[src/hdl/prtd_pkg.sv]
package prtd_pkg;

  // fixed widths of the beat fields
  localparam int FIELD_W = 16;
  localparam int COUNT_W = 7;

  typedef enum logic [2:0] {
    ST_IDLE,
    ST_CHECK,
    ST_DIV,
    ST_TEST,
    ST_PRIME,
    ST_NEXT,
    ST_FINAL
  } state_t;

  // controller to datapath
  typedef struct packed {
    logic load;        // take a request beat
    logic start_div;   // divisor = 2, start a division
    logic next_div;    // divisor + 1, start a division
    logic div_step;    // one restoring division step
    logic take_prime;  // candidate is prime, push through pending slot
    logic set_trunc;   // latch truncation flag for the final beat
    logic cand_inc;    // advance to the next candidate
    logic emit_final;  // load the final beat into the output register
  } cmd_t;

  // datapath to controller
  typedef struct packed {
    logic cand_lt2;
    logic cand_gt_high;
    logic cand_eq_high;
    logic half_lt2;
    logic div_done;
    logic rem_zero;
    logic next_div_over;
    logic pend_valid;
    logic at_limit;
    logic out_free;
  } sts_t;

endpackage

[src/hdl/prtd_ctrl.sv]
module prtd_ctrl (
  input  logic           clk,
  input  logic           rst_n,
  input  logic           in_valid,
  output logic           in_stall,
  input  prtd_pkg::sts_t sts,
  output prtd_pkg::cmd_t cmd
);

  prtd_pkg::state_t state_r, state_nxt;

  always_ff @(posedge clk) begin
    if (!rst_n) begin
      state_r <= prtd_pkg::ST_IDLE;
    end else begin
      state_r <= state_nxt;
    end
  end

  // next state
  always_comb begin
    state_nxt = state_r;
    unique case (state_r)
      prtd_pkg::ST_IDLE: begin
        if (in_valid) state_nxt = prtd_pkg::ST_CHECK;
      end
      prtd_pkg::ST_CHECK: begin
        if (sts.cand_gt_high) state_nxt = prtd_pkg::ST_FINAL;
        else if (sts.cand_lt2) state_nxt = prtd_pkg::ST_NEXT;
        else if (sts.half_lt2) state_nxt = prtd_pkg::ST_PRIME;
        else state_nxt = prtd_pkg::ST_DIV;
      end
      prtd_pkg::ST_DIV: begin
        if (sts.div_done) state_nxt = prtd_pkg::ST_TEST;
      end
      prtd_pkg::ST_TEST: begin
        if (sts.rem_zero) state_nxt = prtd_pkg::ST_NEXT;
        else if (sts.next_div_over) state_nxt = prtd_pkg::ST_PRIME;
        else state_nxt = prtd_pkg::ST_DIV;
      end
      prtd_pkg::ST_PRIME: begin
        if (!sts.pend_valid || sts.out_free) begin
          state_nxt = sts.at_limit ? prtd_pkg::ST_FINAL : prtd_pkg::ST_NEXT;
        end
      end
      prtd_pkg::ST_NEXT: begin
        state_nxt = sts.cand_eq_high ? prtd_pkg::ST_FINAL : prtd_pkg::ST_CHECK;
      end
      prtd_pkg::ST_FINAL: begin
        if (sts.out_free) state_nxt = prtd_pkg::ST_IDLE;
      end
      default: state_nxt = prtd_pkg::ST_IDLE;
    endcase
  end

  // outputs
  always_comb begin
    cmd      = '0;
    in_stall = 1'b1;
    unique case (state_r)
      prtd_pkg::ST_IDLE: begin
        in_stall = 1'b0;
        cmd.load = in_valid;
      end
      prtd_pkg::ST_CHECK: begin
        cmd.start_div = !sts.cand_gt_high && !sts.cand_lt2 && !sts.half_lt2;
      end
      prtd_pkg::ST_DIV: begin
        cmd.div_step = 1'b1;
      end
      prtd_pkg::ST_TEST: begin
        cmd.next_div = !sts.rem_zero && !sts.next_div_over;
      end
      prtd_pkg::ST_PRIME: begin
        if (!sts.pend_valid || sts.out_free) begin
          cmd.take_prime = 1'b1;
          cmd.set_trunc  = sts.at_limit;
        end
      end
      prtd_pkg::ST_NEXT: begin
        cmd.cand_inc = !sts.cand_eq_high;
      end
      prtd_pkg::ST_FINAL: begin
        cmd.emit_final = sts.out_free;
      end
      default: begin
        cmd      = '0;
        in_stall = 1'b1;
      end
    endcase
  end

endmodule

[src/hdl/prtd_dpath.sv]
module prtd_dpath #(
  parameter int VALUE_WIDTH = 16,
  parameter int MAX_RESULTS = 64
) (
  input  logic                           clk,
  input  logic                           rst_n,
  input  logic [prtd_pkg::FIELD_W-1:0]   in_range_low,
  input  logic [prtd_pkg::FIELD_W-1:0]   in_range_high,
  input  prtd_pkg::cmd_t                 cmd,
  output prtd_pkg::sts_t                 sts,
  input  logic                           out_stall,
  output logic                           out_valid,
  output logic [prtd_pkg::FIELD_W-1:0]   out_prime_value,
  output logic [prtd_pkg::COUNT_W-1:0]   out_found_count,
  output logic                           out_last_result,
  output logic                           out_none_found,
  output logic                           out_truncated
);

  localparam int W     = VALUE_WIDTH;
  localparam int FW    = prtd_pkg::FIELD_W;
  localparam int CW    = prtd_pkg::COUNT_W;
  localparam int CNT_W = $clog2(VALUE_WIDTH);

  logic [W-1:0]     cand_r, cand_nxt;
  logic [W-1:0]     high_r, high_nxt;
  logic [W-1:0]     div_r, div_nxt;
  logic [W-1:0]     rem_r, rem_nxt;
  logic [W-1:0]     shreg_r, shreg_nxt;
  logic [W-1:0]     pend_r, pend_nxt;
  logic [CNT_W-1:0] cnt_r, cnt_nxt;
  logic [CW-1:0]    count_r, count_nxt;
  logic             pend_valid_r, pend_valid_nxt;
  logic             trunc_r, trunc_nxt;

  logic             out_valid_r, out_valid_nxt;
  logic [FW-1:0]    out_value_r, out_value_nxt;
  logic [CW-1:0]    out_count_r, out_count_nxt;
  logic             out_last_r, out_last_nxt;
  logic             out_none_r, out_none_nxt;
  logic             out_trunc_r, out_trunc_nxt;

  logic [W-1:0]     half;
  logic [W-1:0]     div_inc;
  logic [W:0]       trial;
  logic [W:0]       diff;
  logic             out_free;
  logic             out_load;

  assign half     = cand_r >> 1;
  assign div_inc  = div_r + W'(1);
  assign trial    = {rem_r, shreg_r[W-1]};
  assign diff     = trial - {1'b0, div_r};
  assign out_free = !out_valid_r || !out_stall;
  assign out_load = (cmd.take_prime && pend_valid_r) || cmd.emit_final;

  always_comb begin
    sts               = '0;
    sts.cand_lt2      = cand_r < W'(2);
    sts.cand_gt_high  = cand_r > high_r;
    sts.cand_eq_high  = cand_r == high_r;
    sts.half_lt2      = half < W'(2);
    sts.div_done      = cnt_r == CNT_W'(VALUE_WIDTH - 1);
    sts.rem_zero      = rem_r == '0;
    sts.next_div_over = div_inc > half;
    sts.pend_valid    = pend_valid_r;
    sts.at_limit      = count_r == CW'(MAX_RESULTS - 1);
    sts.out_free      = out_free;
  end

  // walk and division registers
  always_comb begin
    cand_nxt       = cand_r;
    high_nxt       = high_r;
    div_nxt        = div_r;
    rem_nxt        = rem_r;
    shreg_nxt      = shreg_r;
    cnt_nxt        = cnt_r;
    count_nxt      = count_r;
    pend_nxt       = pend_r;
    pend_valid_nxt = pend_valid_r;
    trunc_nxt      = trunc_r;
    if (cmd.load) begin
      cand_nxt       = W'(in_range_low);
      high_nxt       = W'(in_range_high);
      count_nxt      = '0;
      pend_valid_nxt = 1'b0;
      trunc_nxt      = 1'b0;
    end
    if (cmd.start_div || cmd.next_div) begin
      div_nxt   = cmd.start_div ? W'(2) : div_inc;
      rem_nxt   = '0;
      shreg_nxt = cand_r;
      cnt_nxt   = '0;
    end
    if (cmd.div_step) begin
      rem_nxt   = diff[W] ? trial[W-1:0] : diff[W-1:0];
      shreg_nxt = shreg_r << 1;
      cnt_nxt   = cnt_r + CNT_W'(1);
    end
    if (cmd.take_prime) begin
      pend_nxt       = cand_r;
      pend_valid_nxt = 1'b1;
      count_nxt      = count_r + CW'(1);
    end
    if (cmd.set_trunc) trunc_nxt = cand_r != high_r;
    if (cmd.cand_inc) cand_nxt = cand_r + W'(1);
    if (cmd.emit_final) pend_valid_nxt = 1'b0;
  end

  // output register
  always_comb begin
    out_valid_nxt = out_valid_r && out_stall;
    out_value_nxt = out_value_r;
    out_count_nxt = out_count_r;
    out_last_nxt  = out_last_r;
    out_none_nxt  = out_none_r;
    out_trunc_nxt = out_trunc_r;
    if (out_load) begin
      out_valid_nxt = 1'b1;
      out_value_nxt = pend_valid_r ? FW'(pend_r) : '0;
      out_count_nxt = pend_valid_r ? count_r : '0;
      out_last_nxt  = cmd.emit_final;
      out_none_nxt  = cmd.emit_final && !pend_valid_r;
      out_trunc_nxt = cmd.emit_final && pend_valid_r && trunc_r;
    end
  end

  always_ff @(posedge clk) begin
    if (!rst_n) begin
      pend_valid_r <= 1'b0;
      out_valid_r  <= 1'b0;
      trunc_r      <= 1'b0;
      count_r      <= '0;
    end else begin
      pend_valid_r <= pend_valid_nxt;
      out_valid_r  <= out_valid_nxt;
      trunc_r      <= trunc_nxt;
      count_r      <= count_nxt;
    end
  end

  always_ff @(posedge clk) begin
    cand_r      <= cand_nxt;
    high_r      <= high_nxt;
    div_r       <= div_nxt;
    rem_r       <= rem_nxt;
    shreg_r     <= shreg_nxt;
    cnt_r       <= cnt_nxt;
    pend_r      <= pend_nxt;
    out_value_r <= out_value_nxt;
    out_count_r <= out_count_nxt;
    out_last_r  <= out_last_nxt;
    out_none_r  <= out_none_nxt;
    out_trunc_r <= out_trunc_nxt;
  end

  assign out_valid       = out_valid_r;
  assign out_prime_value = out_value_r;
  assign out_found_count = out_count_r;
  assign out_last_result = out_last_r;
  assign out_none_found  = out_none_r;
  assign out_truncated   = out_trunc_r;

endmodule

[src/hdl/prime_range_trial_division_unit.sv]
// Prime search over an inclusive range by trial division. One request beat
// carries range_low and range_high; the unit walks every candidate in rising
// order, skips zero and one, and tests the rest against divisors 2 .. v/2,
// emitting one result beat per prime with a running count. The final beat of
// a request carries last_result; a range with no prime (or low above high)
// gives a single beat with none_found set and value and count zero. After
// MAX_RESULTS primes the search stops and that final beat carries truncated
// when candidates remained. Each prime is held one step back so that the last
// flag can be set on it, so a prime's beat appears once the next prime is found
// or the range ends. Each trial is a restoring division over the candidate's
// VALUE_WIDTH bits, then a test of the remainder, after which the next
// divisor is tried or the candidate is settled and the walk advances; two and
// three are taken as prime without a division. The shared divider sets the
// rate; one request is worked at a time and the next is taken once the final
// beat is in the output register.
module prime_range_trial_division_unit #(
  parameter int VALUE_WIDTH = 16,
  parameter int MAX_RESULTS = 64
) (
  input  logic                         clk,
  input  logic                         rst_n,
  // request channel
  input  logic                         in_valid,
  output logic                         in_stall,
  input  logic [prtd_pkg::FIELD_W-1:0] in_range_low,
  input  logic [prtd_pkg::FIELD_W-1:0] in_range_high,
  // result channel
  output logic                         out_valid,
  input  logic                         out_stall,
  output logic [prtd_pkg::FIELD_W-1:0] out_prime_value,
  output logic [prtd_pkg::COUNT_W-1:0] out_found_count,
  output logic                         out_last_result,
  output logic                         out_none_found,
  output logic                         out_truncated
);

  prtd_pkg::cmd_t cmd;
  prtd_pkg::sts_t sts;

  // sequencer: walks candidates and divisors, arbitrates the output register
  prtd_ctrl u_ctrl (
    .clk      (clk),
    .rst_n    (rst_n),
    .in_valid (in_valid),
    .in_stall (in_stall),
    .sts      (sts),
    .cmd      (cmd)
  );

  // candidate, divisor, serial divider, pending prime and output register
  prtd_dpath #(
    .VALUE_WIDTH (VALUE_WIDTH),
    .MAX_RESULTS (MAX_RESULTS)
  ) u_dpath (
    .clk             (clk),
    .rst_n           (rst_n),
    .in_range_low    (in_range_low),
    .in_range_high   (in_range_high),
    .cmd             (cmd),
    .sts             (sts),
    .out_stall       (out_stall),
    .out_valid       (out_valid),
    .out_prime_value (out_prime_value),
    .out_found_count (out_found_count),
    .out_last_result (out_last_result),
    .out_none_found  (out_none_found),
    .out_truncated   (out_truncated)
  );

  // a taken request keeps the unit busy on the next cycle
  a_busy_after_accept: assert property (@(posedge clk) disable iff (!rst_n)
    in_valid && !in_stall |=> in_stall)
    else $error("request accepted but unit not busy");

  // a none-found beat is the only beat of its request and carries no prime
  a_none_found_form: assert property (@(posedge clk) disable iff (!rst_n)
    out_valid && out_none_found |->
      out_last_result && out_prime_value == '0 && out_found_count == '0
      && !out_truncated)
    else $error("malformed none-found beat");

  // truncation only on the final beat at the result limit
  a_trunc_at_limit: assert property (@(posedge clk) disable iff (!rst_n)
    out_valid && out_truncated |->
      out_last_result && out_found_count == prtd_pkg::COUNT_W'(MAX_RESULTS))
    else $error("truncated beat below the result limit");

  // the running count never passes the limit, and is nonzero on a prime beat
  a_count_range: assert property (@(posedge clk) disable iff (!rst_n)
    out_valid && !out_none_found |->
      out_found_count != '0
      && out_found_count <= prtd_pkg::COUNT_W'(MAX_RESULTS))
    else $error("found count out of range");

endmodule
[config.mk]
export PLATFORM = sky130hd
export DESIGN_NAME = prime_range_trial_division_unit
export DESIGN_NICKNAME = d
export VERILOG_FILES = /design/src/hdl/prtd_pkg.sv /design/src/hdl/prtd_ctrl.sv /design/src/hdl/prtd_dpath.sv /design/src/hdl/prime_range_trial_division_unit.sv
export SDC_FILE = /design/constraint.sdc
export NUM_CORES = 1
export LEC_CHECK = 0
export BUFFER_PORTS_ARGS = -buffer_cell sky130_fd_sc_hd__buf_2
export CORE_MARGIN = 5
export CORE_UTILIZATION = 60
export DETAILED_ROUTE_END_ITERATION = 10
export PLACE_DENSITY = 0.9
export REMOVE_ABC_BUFFERS = 1
export SLEW_MARGIN = 20
export SYNTH_ARGS = -nofsm -noshare
export SYNTH_HDL_FRONTEND = slang
export SYNTH_HIERARCHICAL = 1
export SYNTH_SLANG_ARGS = --single-unit
[constraint.sdc]
create_clock -name clk -period 7.3 [get_ports clk]
set_input_delay 1.46 -clock clk [delete_from_list [all_inputs] [get_ports clk]]
set_output_delay 1.46 -clock clk [all_outputs]
set_load 0.02 [all_outputs]
[Word-level counts from Yosys, hierarchy flattened]
Index checks and enable logic that the tools add are counted.
Storage, ports and cells
  input bits: 36
  logic and storage cells: 107
  output and inout bits: 28
  bits in registers: 139
Operators by class
  multiplexer cells: 36
  bitwise gates (word level): 1
  $lt $le $gt $ge: 4
  reductions and logical operators: 29
  add/sub/neg operators: 5
  equal/unequal tests: 14
Operators with widths (count)
  $mux 16: 7
  $add 16x1->16 const B: 2
  $mux 3: 10
  $pmux 3 s7: 1
  $sub 17x16->17: 1
  $eq 16x16->1: 1
  $gt 16x15->1: 1
  $gt 16x16->1: 1
  $logic_not 16->1: 1
  $lt 16x2->1 const B: 1
  $ne 16x16->1: 1
  $lt 15x2->1 const B: 1
  $mux 7: 2
  $mux 1: 11
  $eq 3x3->1 const B: 3
  $logic_not 1->1: 9
  $logic_and 1x1->1: 8
  $mux 4: 2
  $reduce_bool 2->1: 4
  $add 7x1->7 const B: 1
  $eq 7x6->1 const B: 1
  $eq 3x2->1 const B: 2
  $mux 2: 3
  $add 4x1->4 const B: 1
  9 further kinds: 14

[Longest topological paths before layout]
Gate-level depths: netlist of run 1.
  word-level depth: 8
  depth in mapped cells: 18
  gate-level depth less buffers: 16

[Modules after synthesis]
The synthesis of run 1 kept the hierarchy.
Modules (own cells, without submodules)
  prtd_dpath: sequential area each 3973.8 um^2, cells each 683, area each 7495.9 um^2, times used 1
  prtd_ctrl: sequential area each 60.1 um^2, cells each 49, area each 342.8 um^2, times used 1

[Least setup slack after synthesis of run 1]
No wires, ideal clock.
  path kind: input to register
  from: input out_stall
  to: register u_dpath.out_count_r[0], in the netlist u_dpath/out_found_count[0], enable pin
  data arrival time: 3871 ps
  cell stages on the path: 7
  path buffers: 2
  path slack: 3048 ps
  setup time: 381 ps
  data required time: 6919 ps
  cell sequence: nand2_1 > buf_4 > nor2b_1 > nor3_1 > clkbuf_1 > a21oi_1 > inv_1
RTL lines
  start, declared: line prime_range_trial_division_unit.sv:29  | input logic out_stall,
  end signal, assigned: line prtd_dpath.sv:152  | out_count_r <= out_count_nxt;
  end, declared: line prtd_dpath.sv:38  | logic [CW-1:0] out_count_r, out_count_nxt;

==> results of run 1 <==
[worst paths after layout]
path | startpoint | end | slack [ps] | cells past startpoint
setup / recovery | u_dpath/div_r[0] | u_dpath/rem_r[15] | 2730 | 14
hold / removal | u_dpath/shreg_r[0] | u_dpath/shreg_r[0] | 520 | 2
setup reg to reg | u_dpath/div_r[0] | u_dpath/rem_r[15] | 2730 | 14
hold reg to reg | u_dpath/shreg_r[0] | u_dpath/shreg_r[0] | 520 | 2
[state kept, by name (all words and copies together), names as in the netlist]
register	cells
u_dpath/out_valid	1
u_dpath/cand_r	16
u_dpath/out_none_found	1
u_dpath/out_prime_value	16
u_dpath/count_r	7
u_dpath/div_r	16
u_dpath/trunc_r	1
u_dpath/out_truncated	1
u_ctrl/state_r	3
u_dpath/pend_r	16
u_dpath/high_r	16
u_dpath/out_last_result	1
u_dpath/rem_r	16
u_dpath/cnt_r	4
u_dpath/pend_valid_r	1
u_dpath/out_found_count	7
u_dpath/shreg_r	16
[power breakdown]
| part | total, mW | internal [mW] | switching, mW |
|---|---|---|---|
| logic | 1.59 | 0.603 | 0.986 |
| registers | 1.39 | 1.20 | 0.187 |
| clock network | 0.822 | 0.475 | 0.348 |
| total | 3.80 | 2.28 | 1.52 |
[layer usage]
metal / track usage, % / share of wire, % / routed length (um) / vias up
li1: - / - / - / 2760
met1: 28.74 / 41 / 7165 / 2714
met2: 37.15 / 48 / 8425 / 304
met3: 6.261 / 9.1 / 1612 / 44
met4: 7.930 / 2.4 / 426 / 0
met5: 0 / 0 / 0 / -
[layout make-up]
class                   count  area [um2]
clock inverters            14       135.1
well taps                 172       215.2
clock buffers              18       429.2
inverters                  54       202.7
repair buffers             67       345.3
multi-input cells         512        3460
fillers                   872        3901
flip-flops and latches    139        4034
[cells by family after synthesis]
family	synth area share, %
AOI/OAI and AO/OA	11.38
xor gates and xnor gates	4.358
adders and majority gates	8.396
buffers and inverters	4.533
DFF	51.46
muxes	1.564
and+or+nand+nor	18.31
[cell usage in the layout (no fill, tap or decap), types with 18 or more instances in the layout]
cell type	instances
sky130_fd_sc_hd__edfxtp_1	125
sky130_fd_sc_hd__buf_2	63
sky130_fd_sc_hd__nand2_1	60
sky130_fd_sc_hd__nor2_1	55
sky130_fd_sc_hd__inv_1	54
sky130_fd_sc_hd__ha_1	51
sky130_fd_sc_hd__a21oi_1	45
sky130_fd_sc_hd__o21ai_0	32
sky130_fd_sc_hd__xnor2_1	32
sky130_fd_sc_hd__and2_1	28
sky130_fd_sc_hd__nor2b_1	25
sky130_fd_sc_hd__nand3_1	18
[worst max-delay path: cells and delay by family, from the launching register on]
| kind | cells | cell delay [ps] |
|---|---|---|
| simple gates | 5 | 1610 |
| compound gates | 5 | 1060 |
| fa+ha+maj | 2 | 520 |
| flops | 1 | 440 |
| buf+inv | 1 | 420 |
| xor+xnor | 1 | 180 |
[per-stage QoR]
step	hold WS (ps)	setup slack (ps)
2_1_floorplan	460.7	2860
3_3_place_gp	477.7	3088
3_5_place_dp	497.1	2816
4_1_cts	512.5	2765
5_1_grt	536.7	2418
6_report	523.7	2728
==> summary.txt, run 1 <==
Crit end category = flop
Placer Congestion = 0.9416
Sequential area share after synthesis = 51.46%
TritonCTS Buffers = 17
Length of the first detailed-routing pass in iterations = 5
Post-synth top area cell = sky130_fd_sc_hd__edfxtp_1
Congestion Overflow GR = 0
Highest attainable clock frequency = 0.2187 GHz
Worst hold path class = flop to flop
Required time at the endpoint of the critical path = 7390 ps
Fin. max-slew vios = 0
Utilization of the core after routing = 69.34%
Routed vias = 5822
Cell-by-cell listing of the critical path = ha_1, nand3_1, or2_2, nor4_1, xnor2_1, ha_1, a21o_1, a21oi_1, o21ai_0, a2111oi_0, o21ai_0, nor3_1, or3_1, buf_4
Number of hold-slack violations in the final timing report = 0
Detailed-route wire length = 17.63 mm
Hold buffers post-CTS = 0
Maximum clock skew at final layout = 10.07 ps
Run status = finished clean
Post-synth EDFFs = 125
Post-detailed-route DRC marker count = 0
Die extent in y = 124.3 um
Count of cell types in the netlist = 63
VDD IR max = 0.2756 mV
Clk_lat worst skew = 420 ps
First-pass GRT wire length = 28.12 mm
PnR Total Power = 3.797 mW
Clock net sink count = 139
Ranking of synthesized cells by area = sky130_fd_sc_hd__edfxtp_1 48%, sky130_fd_sc_hd__ha_1 8.1%, sky130_fd_sc_hd__dfxtp_1 3.6%
Library cell contributing the largest single delay on the critical path = sky130_fd_sc_hd__or3_1
HPWL after detailed placement = 12.06 mm
Count of boundary I/O pins = 64
Post-route clock period utilization = 62.64%
Via count of the first global-routing pass = 5681
Total placed instance area = 8257 um2
Worst relative slew slack = 37.75%
Crit start category = flop
Total core area = 12720 um2
Post-CTS Setup Inserts = 0
Clock-pin slew of the registers on the worst-case setup and hold paths = 60 ps
Area of the die = 15450 um2
Fraction of final layout cells with drive strength greater than 1 = 14.68%
Syn Inst Count = 732
Number of buffers on the longest clock path = 2
Number of DRC violations after detailed-routing iteration 0 = 648
Top FF cell, synth = sky130_fd_sc_hd__edfxtp_1
Count of endpoints failing setup in the final report = 0
Cell row count = 41
Initial core utilization = 61.61%
Die X-Extent = 124.3 um
Power per standard cell area = 430.5 nW/um2
Synthesized cell area = 7839 um2
Minimum clock period = 4572 ps
Total Nets Final = 879
Max-Cap Viols = 0
Largest net degree at the start of global routing = 40
Worst-Margin Slew = 932.7 ps
Clock tree from TritonCTS = yes
Synth Register Bits = 139
YS warnings = 6
Synth async-reset ratio = 0%
Worst Path Arrival = 4660 ps
Via density = 5.965
Area added between synthesis and finish = 12.53%
Most repeated cell in the gate-level netlist after synthesis = sky130_fd_sc_hd__edfxtp_1
Routed wire per std cell = 18.06 um
Total instance count after detailed placement = 944
Most frequent cells after synthesis = 125 x sky130_fd_sc_hd__edfxtp_1, 60 x sky130_fd_sc_hd__nand2_1, 55 x sky130_fd_sc_hd__nor2_1
Mean instance size in the synthesized netlist = 10.71 um2
Number of diodes added for antenna fixing = 0
Input/output buffers = 63
Critical path class = flop to flop
Delay of the slowest cell on the worst path = 560 ps
Worst Path Max Fanout = 21
Final std cell area, no fill = 8821 um2
Root Driver = sky130_fd_sc_hd__clkbuf_16
Unrepaired setup endpoints after global routing = false
Share of Yosys cell area claimed by the top area cell type = 47.89%
Remaining antenna violation count = 0
Antenna violations before repair = 0
Max H-tree Level = 4
Number of non-filler instances in the completed layout = 976
Leakage component of the power = 3.498 nW
Setup TNS = 0 ps
All-layer global routing usage = 22.58%
Resized cells post-CTS = 0
Note: power is estimated with default switching activity, not from simulation.
==> run 2, diff against run 1 <==
--- a/config.mk
+++ b/config.mk
@@ -7,9 +7,9 @@
 export LEC_CHECK = 0
 export BUFFER_PORTS_ARGS = -buffer_cell sky130_fd_sc_hd__buf_2
 export CORE_MARGIN = 5
-export CORE_UTILIZATION = 60
+export CORE_UTILIZATION = 55
 export DETAILED_ROUTE_END_ITERATION = 10
-export PLACE_DENSITY = 0.9
+export PLACE_DENSITY = 0.87
 export REMOVE_ABC_BUFFERS = 1
 export SLEW_MARGIN = 20
 export SYNTH_ARGS = -nofsm -noshare
==> constraint.sdc (replaced) <==
create_clock -name clk -period 4.2 [get_ports clk]
set_input_delay 0.84 -clock clk [delete_from_list [all_inputs] [get_ports clk]]
set_output_delay 0.84 -clock clk [all_outputs]
set_load 0.02 [all_outputs]
==> run 2 against run 1 <==
Register-to-register slack worse by 2500 ps. Sequential power increased by 71%. Total power up 77%. Non-clock buffer count increased by 14. Sequential share of layout area shrank 0.83 points. Hold slack better by 0.54 ps. Clock skew fell by 2.8 ps.
==> summary.txt, run 2 (synthesis results as in run 1) <==
Cells on worst reg2reg path = 16
Worst-Margin Slew = 1000 ps
Required time at the endpoint of the critical path = 4430 ps
Input/output buffers = 63
Startpoint of the worst register-to-register path = u_dpath/div_r[0]
Max-Cap Viols = 0
Area added between synthesis and finish = 14.60%
Max H-tree Level = 4
Clock tree from TritonCTS = yes
Number of buffers on the longest clock path = 2
Total core area = 13930 um2
Clock-pin slew of the registers on the worst-case setup and hold paths = 60 ps
Congestion Overflow GR = 0
Remaining antenna violation count = 0
Die extent in y = 129.4 um
Maximum clock skew at final layout = 7.283 ps
Clock net sink count = 139
Worst Path Arrival = 4160 ps
Number of DRC violations after detailed-routing iteration 0 = 717
Minimum clock period = 3925 ps
Area of the die = 16740 um2
Count of endpoints failing setup in the final report = 0
Length of the first detailed-routing pass in iterations = 5
Critical path class = flop to flop
Run status = finished clean
Initial core utilization = 56.25%
All-layer global routing usage = 22.36%
Via count of the first global-routing pass = 5773
Worst hold path class = flop to flop
VDD IR max = 0.4710 mV
Count of boundary I/O pins = 64
Worst Path Max Fanout = 24
Worst relative slew slack = 33.25%
Via density = 5.965
HPWL after detailed placement = 12.61 mm
Fraction of final layout cells with drive strength greater than 1 = 16.63%
Clk_lat worst skew = 430 ps
Worst reg2reg setup slack = 270 ps
Detailed-route wire length = 18.42 mm
Most common cell after layout, fill and taps aside = sky130_fd_sc_hd__edfxtp_1
Routed wire per std cell = 18.45 um
Number of stages on the worst hold path = 1
Worst hold path endpoint = u_dpath/out_prime_value[15]
Crit end category = flop
Startpoint of the tightest hold check path = u_dpath/pend_r[15]
Placer Congestion = 0.8959
Number of diodes added for antenna fixing = 0
Power per standard cell area = 746.6 nW/um2
Fin. max-slew vios = 0
Post-detailed-route DRC marker count = 0
Number of hold-slack violations in the final timing report = 0
Utilization of the core after routing = 64.47%
Hold buffers post-CTS = 0
Routed vias = 5953
Largest net degree at the start of global routing = 40
Most frequent cells in the layout = 125 x sky130_fd_sc_hd__edfxtp_1, 63 x sky130_fd_sc_hd__buf_2, 60 x sky130_fd_sc_hd__nand2_1
Post-route clock period utilization = 93.45%
Endpoint of the worst-slack reg-to-reg timing path = u_dpath/shreg_r[10]
Total Nets Final = 893
Unrepaired setup endpoints after global routing = false
Setup TNS = 0 ps
Die X-Extent = 129.4 um
Root Driver = sky130_fd_sc_hd__clkbuf_16
Cell row count = 43
First-pass GRT wire length = 28.92 mm
TritonCTS Buffers = 17
Antenna violations before repair = 0
Crit start category = flop
Highest attainable clock frequency = 0.2548 GHz
Leakage component of the power = 3.590 nW
run 2: cell types whose count changed in the layout (fill, tap and decap cells not counted), sizes merged:
cell / before / now
buf: 67 / 81
clkinv: 3 / 5
clkinvlp: 4 / 2
bufinv: 1 / 0
clkbuf: 18 / 19
run 2: layout make-up:
type                            count  area, um2
Clock inverter                     13      103.9
Multi-Input combinational cell    512       3480
Inverter                           54      202.7
Sequential cell                   139       4034
Clock buffer                       19      475.5
Fill cell                         980       4951
Timing Repair Buffer               81      462.9
Tap cell                          180      225.2
run 2: worst max-delay path by stage:
stage                startpoint                  end  slack (ps)  depth (start not counted)
5_1_grt        u_dpath/div_r[0]  u_dpath/shreg_r[10]          50                         16
6_report       u_dpath/div_r[0]  u_dpath/shreg_r[10]         270                         16
4_1_cts        u_dpath/div_r[0]  u_dpath/shreg_r[10]          80                         16
3_3_place_gp   u_dpath/div_r[1]   u_dpath/shreg_r[0]         400                         16
3_5_place_dp   u_dpath/div_r[0]  u_dpath/shreg_r[10]          60                         16
2_1_floorplan  u_dpath/div_r[1]     u_dpath/cnt_r[0]         200                         13
run 2: where the power goes:
group	switching (mW)	internal, mW	total, mW
registers	0.289	2.08	2.37
clock network	0.610	0.836	1.45
logic	1.76	1.13	2.89
total	2.66	4.04	6.71
run 2: layer usage:
layer	share of wire [%]	wire, um	global-route usage (%)	up-vias
met3	7.9	1462	5.482	59
met4	3.1	565	7.597	0
met1	41	7483	29.11	2820
met5	0	0	0	-
met2	48	8905	36.83	286
li1	-	-	-	2788
run 2: worst max-delay path, stage by stage, from the launching register on:
cell,delay (ps)
sky130_fd_sc_hd__edfxtp_1,430
sky130_fd_sc_hd__ha_1,230
sky130_fd_sc_hd__nand3_1,180
sky130_fd_sc_hd__or2_2,370
sky130_fd_sc_hd__nor2_1,190
sky130_fd_sc_hd__and2_1,180
sky130_fd_sc_hd__xnor2_1,170
sky130_fd_sc_hd__ha_1,300
sky130_fd_sc_hd__a21oi_1,120
sky130_fd_sc_hd__o21ai_0,150
sky130_fd_sc_hd__a2111oi_2,390
sky130_fd_sc_hd__o21ai_1,170
sky130_fd_sc_hd__nor3_2,160
sky130_fd_sc_hd__or2_4,170
sky130_fd_sc_hd__buf_12,170
sky130_fd_sc_hd__nand2_1,80
sky130_fd_sc_hd__o21ai_0,250
run 2: timing repair:
action | 4_1_cts | 5_1_grt
cloned | 0 | 0
gates resized for setup | 2 | 4
setup buffers | 1 | 4
endpoints found under the setup margin | 5 | 67
pin swaps | 1 | 1
run 2: stage by stage:
stage | power, mW | setup slack (ps) | instance area [um2] | hold slack (ps) | std cells
6_report | 6.707 | 275.0 | 8984 | 524.2 | 998
5_1_grt | 7.113 | 52.99 | 8984 | 531.3 | 998
4_1_cts | 6.631 | 78.06 | 8937 | 526.0 | 994
3_5_place_dp | 5.128 | 58.79 | 8347 | 502.1 | 961
3_3_place_gp | 4.999 | 402.1 | 8347 | 478.3 | 961
2_1_floorplan | 4.347 | 200.4 | 7686 | 460.7 | 705
==> run 3, diff against run 2 <==
--- a/config.mk
+++ b/config.mk
@@ -5,6 +5,7 @@
 export SDC_FILE = /design/constraint.sdc
 export NUM_CORES = 1
 export LEC_CHECK = 0
+export ABC_AREA = 1
 export BUFFER_PORTS_ARGS = -buffer_cell sky130_fd_sc_hd__buf_2
 export CORE_MARGIN = 5
 export CORE_UTILIZATION = 55
==> run 3 against run 2 <==
Sequential power rose by 5%. Global-route usage fell by 0.98 points. Non-clock buffer count fell by 1. Clock skew grew 6.5 ps. Register-to-register slack improved by 120 ps. Via count up 15%. Clock power shrank 3%. Synthesized area rose by 6.1%. Highest routed layer unchanged.
==> summary.txt, run 3 <==
Fillcell total = 1145
Leakage component of the power = 4.625 nW
Worst hold path class = flop to flop
Routed vias = 6834
Top delay family on crit path = simple AND/OR/NAND/NOR gates
Wire length on met3 = 1.775 mm
Total core area = 15030 um2
Worst-Margin Slew = 855.7 ps
Number of hold-slack violations in the final timing report = 0
Top FF cell, synth = sky130_fd_sc_hd__edfxtp_1
Via count of the first global-routing pass = 6454
Via density = 5.356
Utilization of the core after routing = 63.19%
Root Driver = sky130_fd_sc_hd__clkbuf_16
Share of total power consumed by net switching = 44.03%
Clk_lat worst skew = 430 ps
Post-synth top area cell = sky130_fd_sc_hd__edfxtp_1
Fin. max-slew vios = 0
Clock net sink count = 139
Share of Yosys cell area claimed by the top area cell type = 45.14%
Post-detailed-route DRC marker count = 0
Comb power frac = 47.3%
Initial core utilization = 55.31%
Delay of the slowest cell on the worst path = 430 ps
Cell mode on critical path = sky130_fd_sc_hd__nand2_1
Largest net degree at the start of global routing = 38
Area share of and/or/nand/nor cells after synthesis = 25.76%
Die X-Extent = 133.0 um
Synth Register Bits = 139
Number of non-filler instances in the completed layout = 1276
Cells on worst reg2reg path = 25
Clock tree from TritonCTS = yes
Internal Pwr Total = 4.149 mW
Cell depth of the worst setup path = 25
Congestion Overflow GR = 0
Minimum clock period = 3810 ps
Total Nets Final = 1163
Cell row count = 45
Crit start category = flop
Post-CTS Setup Inserts = 0
Worst Path Max Fanout = 18
Share of power burned in registers = 33.6%
Worst path buffer plus inverter count = 6
Most common cell after layout, fill and taps aside = sky130_fd_sc_hd__nand2_1
Synth async-reset ratio = 0%
Power per standard cell area = 780.3 nW/um2
Count of endpoints failing setup in the final report = 0
Most frequent cells after synthesis = 257 x sky130_fd_sc_hd__nand2_1, 180 x sky130_fd_sc_hd__inv_1, 125 x sky130_fd_sc_hd__edfxtp_1
Multi-input combinational cell area = 3506 um2
Count of cell types in the netlist = 37
Library cell contributing the largest single delay on the critical path = sky130_fd_sc_hd__edfxtp_1
Synthesized cell area = 8315 um2
Total instance count after detailed placement = 1244
TritonCTS Buffers = 17
First-pass GRT wire length = 30.21 mm
Critical path class = flop to flop
Routed wire per std cell = 14.72 um
Metal1 wirelength = 7.590 mm
Resized cells post-CTS = 0
Clock network fraction of design power = 19.0%
Detailed-route wire length = 18.78 mm
Run status = finished clean
Ranking of synthesized cells by area = sky130_fd_sc_hd__edfxtp_1 45%, sky130_fd_sc_hd__nand2_1 12%, sky130_fd_sc_hd__inv_1 8.1%
YS warnings = 6
Mean instance size in the synthesized netlist = 8.366 um2
Most repeated cell in the gate-level netlist after synthesis = sky130_fd_sc_hd__nand2_1
All-layer global routing usage = 21.39%
Routed length on met2 = 8.961 mm
Syn Inst Count = 994
Remaining antenna violation count = 0
Input/output buffers = 63
Fraction of the mapped netlist area in adder cells = 7.915%
Most frequent cells in the layout = 256 x sky130_fd_sc_hd__nand2_1, 180 x sky130_fd_sc_hd__inv_1, 125 x sky130_fd_sc_hd__edfxtp_1
Post-synth EDFFs = 125
Antenna violations before repair = 0
HPWL after detailed placement = 13.85 mm
Dominant combinational cell family by area after synthesis = simple AND/OR/NAND/NOR gates
Net switching power = 3.264 mW
Die extent in y = 133.0 um
Highest attainable clock frequency = 0.2625 GHz
XOR/XNOR share of the synthesized area = 2.423%
Proportion of synthesized area in mux cells = 0%
Number of DRC violations after detailed-routing iteration 0 = 620
Required time at the endpoint of the critical path = 4500 ps
VDD IR max = 0.4962 mV
Clock-pin slew of the registers on the worst-case setup and hold paths = 60 ps
Hold buffers post-CTS = 0
Area added between synthesis and finish = 14.23%
Number of buffers on the longest clock path = 2
Maximum clock skew at final layout = 13.83 ps
Worst relative slew slack = 42.88%
Max H-tree Level = 4
Worst Path Arrival = 4110 ps
Length of the first detailed-routing pass in iterations = 5
Placer Congestion = 0.8982
DR top layer = met4
Count of boundary I/O pins = 64
Total area of sequential cells = 4034 um2
Compound-Gate Fraction of Synth Area = 5.868%
Crit end category = flop
Number of stages on the worst hold path = 2
Sequential area share after synthesis = 48.51%
Area of the die = 17680 um2
Number of diodes added for antenna fixing = 0
Fraction of final layout cells with drive strength greater than 1 = 14.34%
Max-Cap Viols = 0
Post-route clock period utilization = 90.71%
## run 3: cell families (layout without fill, tap and decap cells)
group                      count (synthesis)  after routing
buffers and inverters                    206            300
xor gates and xnor gates                  23             23
DFF                                      139            139
AOI/OAI and AO/OA                         89             89
adders and majority gates                 52             52
and+or+nand+nor                          485            485
## run 3: power by group through the flow
stage               sequential [mW]  combinational (mW)  clock (mW)
global route                   2.53                3.97        1.49
global placement               2.48                3.32           0
finish                         2.49                3.51        1.41
CTS                            2.48                3.46        1.42
detailed placement             2.50                3.42           0
floorplan                      2.40                2.57           0
## run 3: path summary, 6_finish.rpt
path                                          from                           to  slack (ps)
worst min-delay path            u_dpath/pend_r[13]  u_dpath/out_prime_value[13]         510
worst min register to register  u_dpath/pend_r[13]  u_dpath/out_prime_value[13]         510
worst max-delay path              u_dpath/div_r[1]           u_dpath/shreg_r[0]         390
worst max register to register    u_dpath/div_r[1]           u_dpath/shreg_r[0]         390
## run 3: cell type report
| type | count | share of cell area [%] |
|---|---|---|
| Clock buffer | 20 | 4.702 |
| Clock inverter | 12 | 1.225 |
| Inverter | 188 | 7.429 |
| Multi-Input combinational cell | 649 | 36.91 |
| Sequential cell | 139 | 42.47 |
| Tap cell | 188 | 2.476 |
| Timing Repair Buffer | 80 | 4.795 |
## run 3: worst register-to-register path, stage by stage (launching register included)
cell	delay [ps]
sky130_fd_sc_hd__edfxtp_1	430
sky130_fd_sc_hd__ha_1	200
sky130_fd_sc_hd__nand2_1	120
sky130_fd_sc_hd__nor2_1	180
sky130_fd_sc_hd__nand2_1	100
sky130_fd_sc_hd__nor2_2	160
sky130_fd_sc_hd__nand2_1	80
sky130_fd_sc_hd__xor2_1	190
sky130_fd_sc_hd__inv_1	80
sky130_fd_sc_hd__ha_1	280
sky130_fd_sc_hd__inv_1	50
sky130_fd_sc_hd__nor3_1	210
sky130_fd_sc_hd__nor3b_2	260
sky130_fd_sc_hd__nand2_1	80
sky130_fd_sc_hd__nand2_1	60
sky130_fd_sc_hd__nand2_1	40
sky130_fd_sc_hd__nand2_1	60
sky130_fd_sc_hd__nor2_1	60
sky130_fd_sc_hd__inv_1	90
sky130_fd_sc_hd__nor2_1	50
sky130_fd_sc_hd__nor2_1	170
sky130_fd_sc_hd__buf_4	240
sky130_fd_sc_hd__inv_1	60
sky130_fd_sc_hd__buf_4	210
sky130_fd_sc_hd__o21ai_0	190
sky130_fd_sc_hd__a21oi_1	70
## run 3: routing by layer
layer | vias up | global-route usage (%)
li1 | 3377 | -
met1 | 3097 | 27.22
met2 | 312 | 35.50
met3 | 48 | 4.981
met4 | 0 | 8.256
met5 | - | 0
## run 3: metrics by stage
step,TNS (ps),area [um2],setup slack [ps],hold WS [ps],total power [mW]
floorplan,-15850,8229,-445.5,460.0,4.972
global placement,0,8929,595.4,486.1,5.796
detailed placement,0,8929,452.4,490.9,5.916
CTS,0,9492,413.6,506.5,7.357
global route,-0.9175,9499,-0.9175,535.3,7.988
finish,0,9499,390.1,506.1,7.413
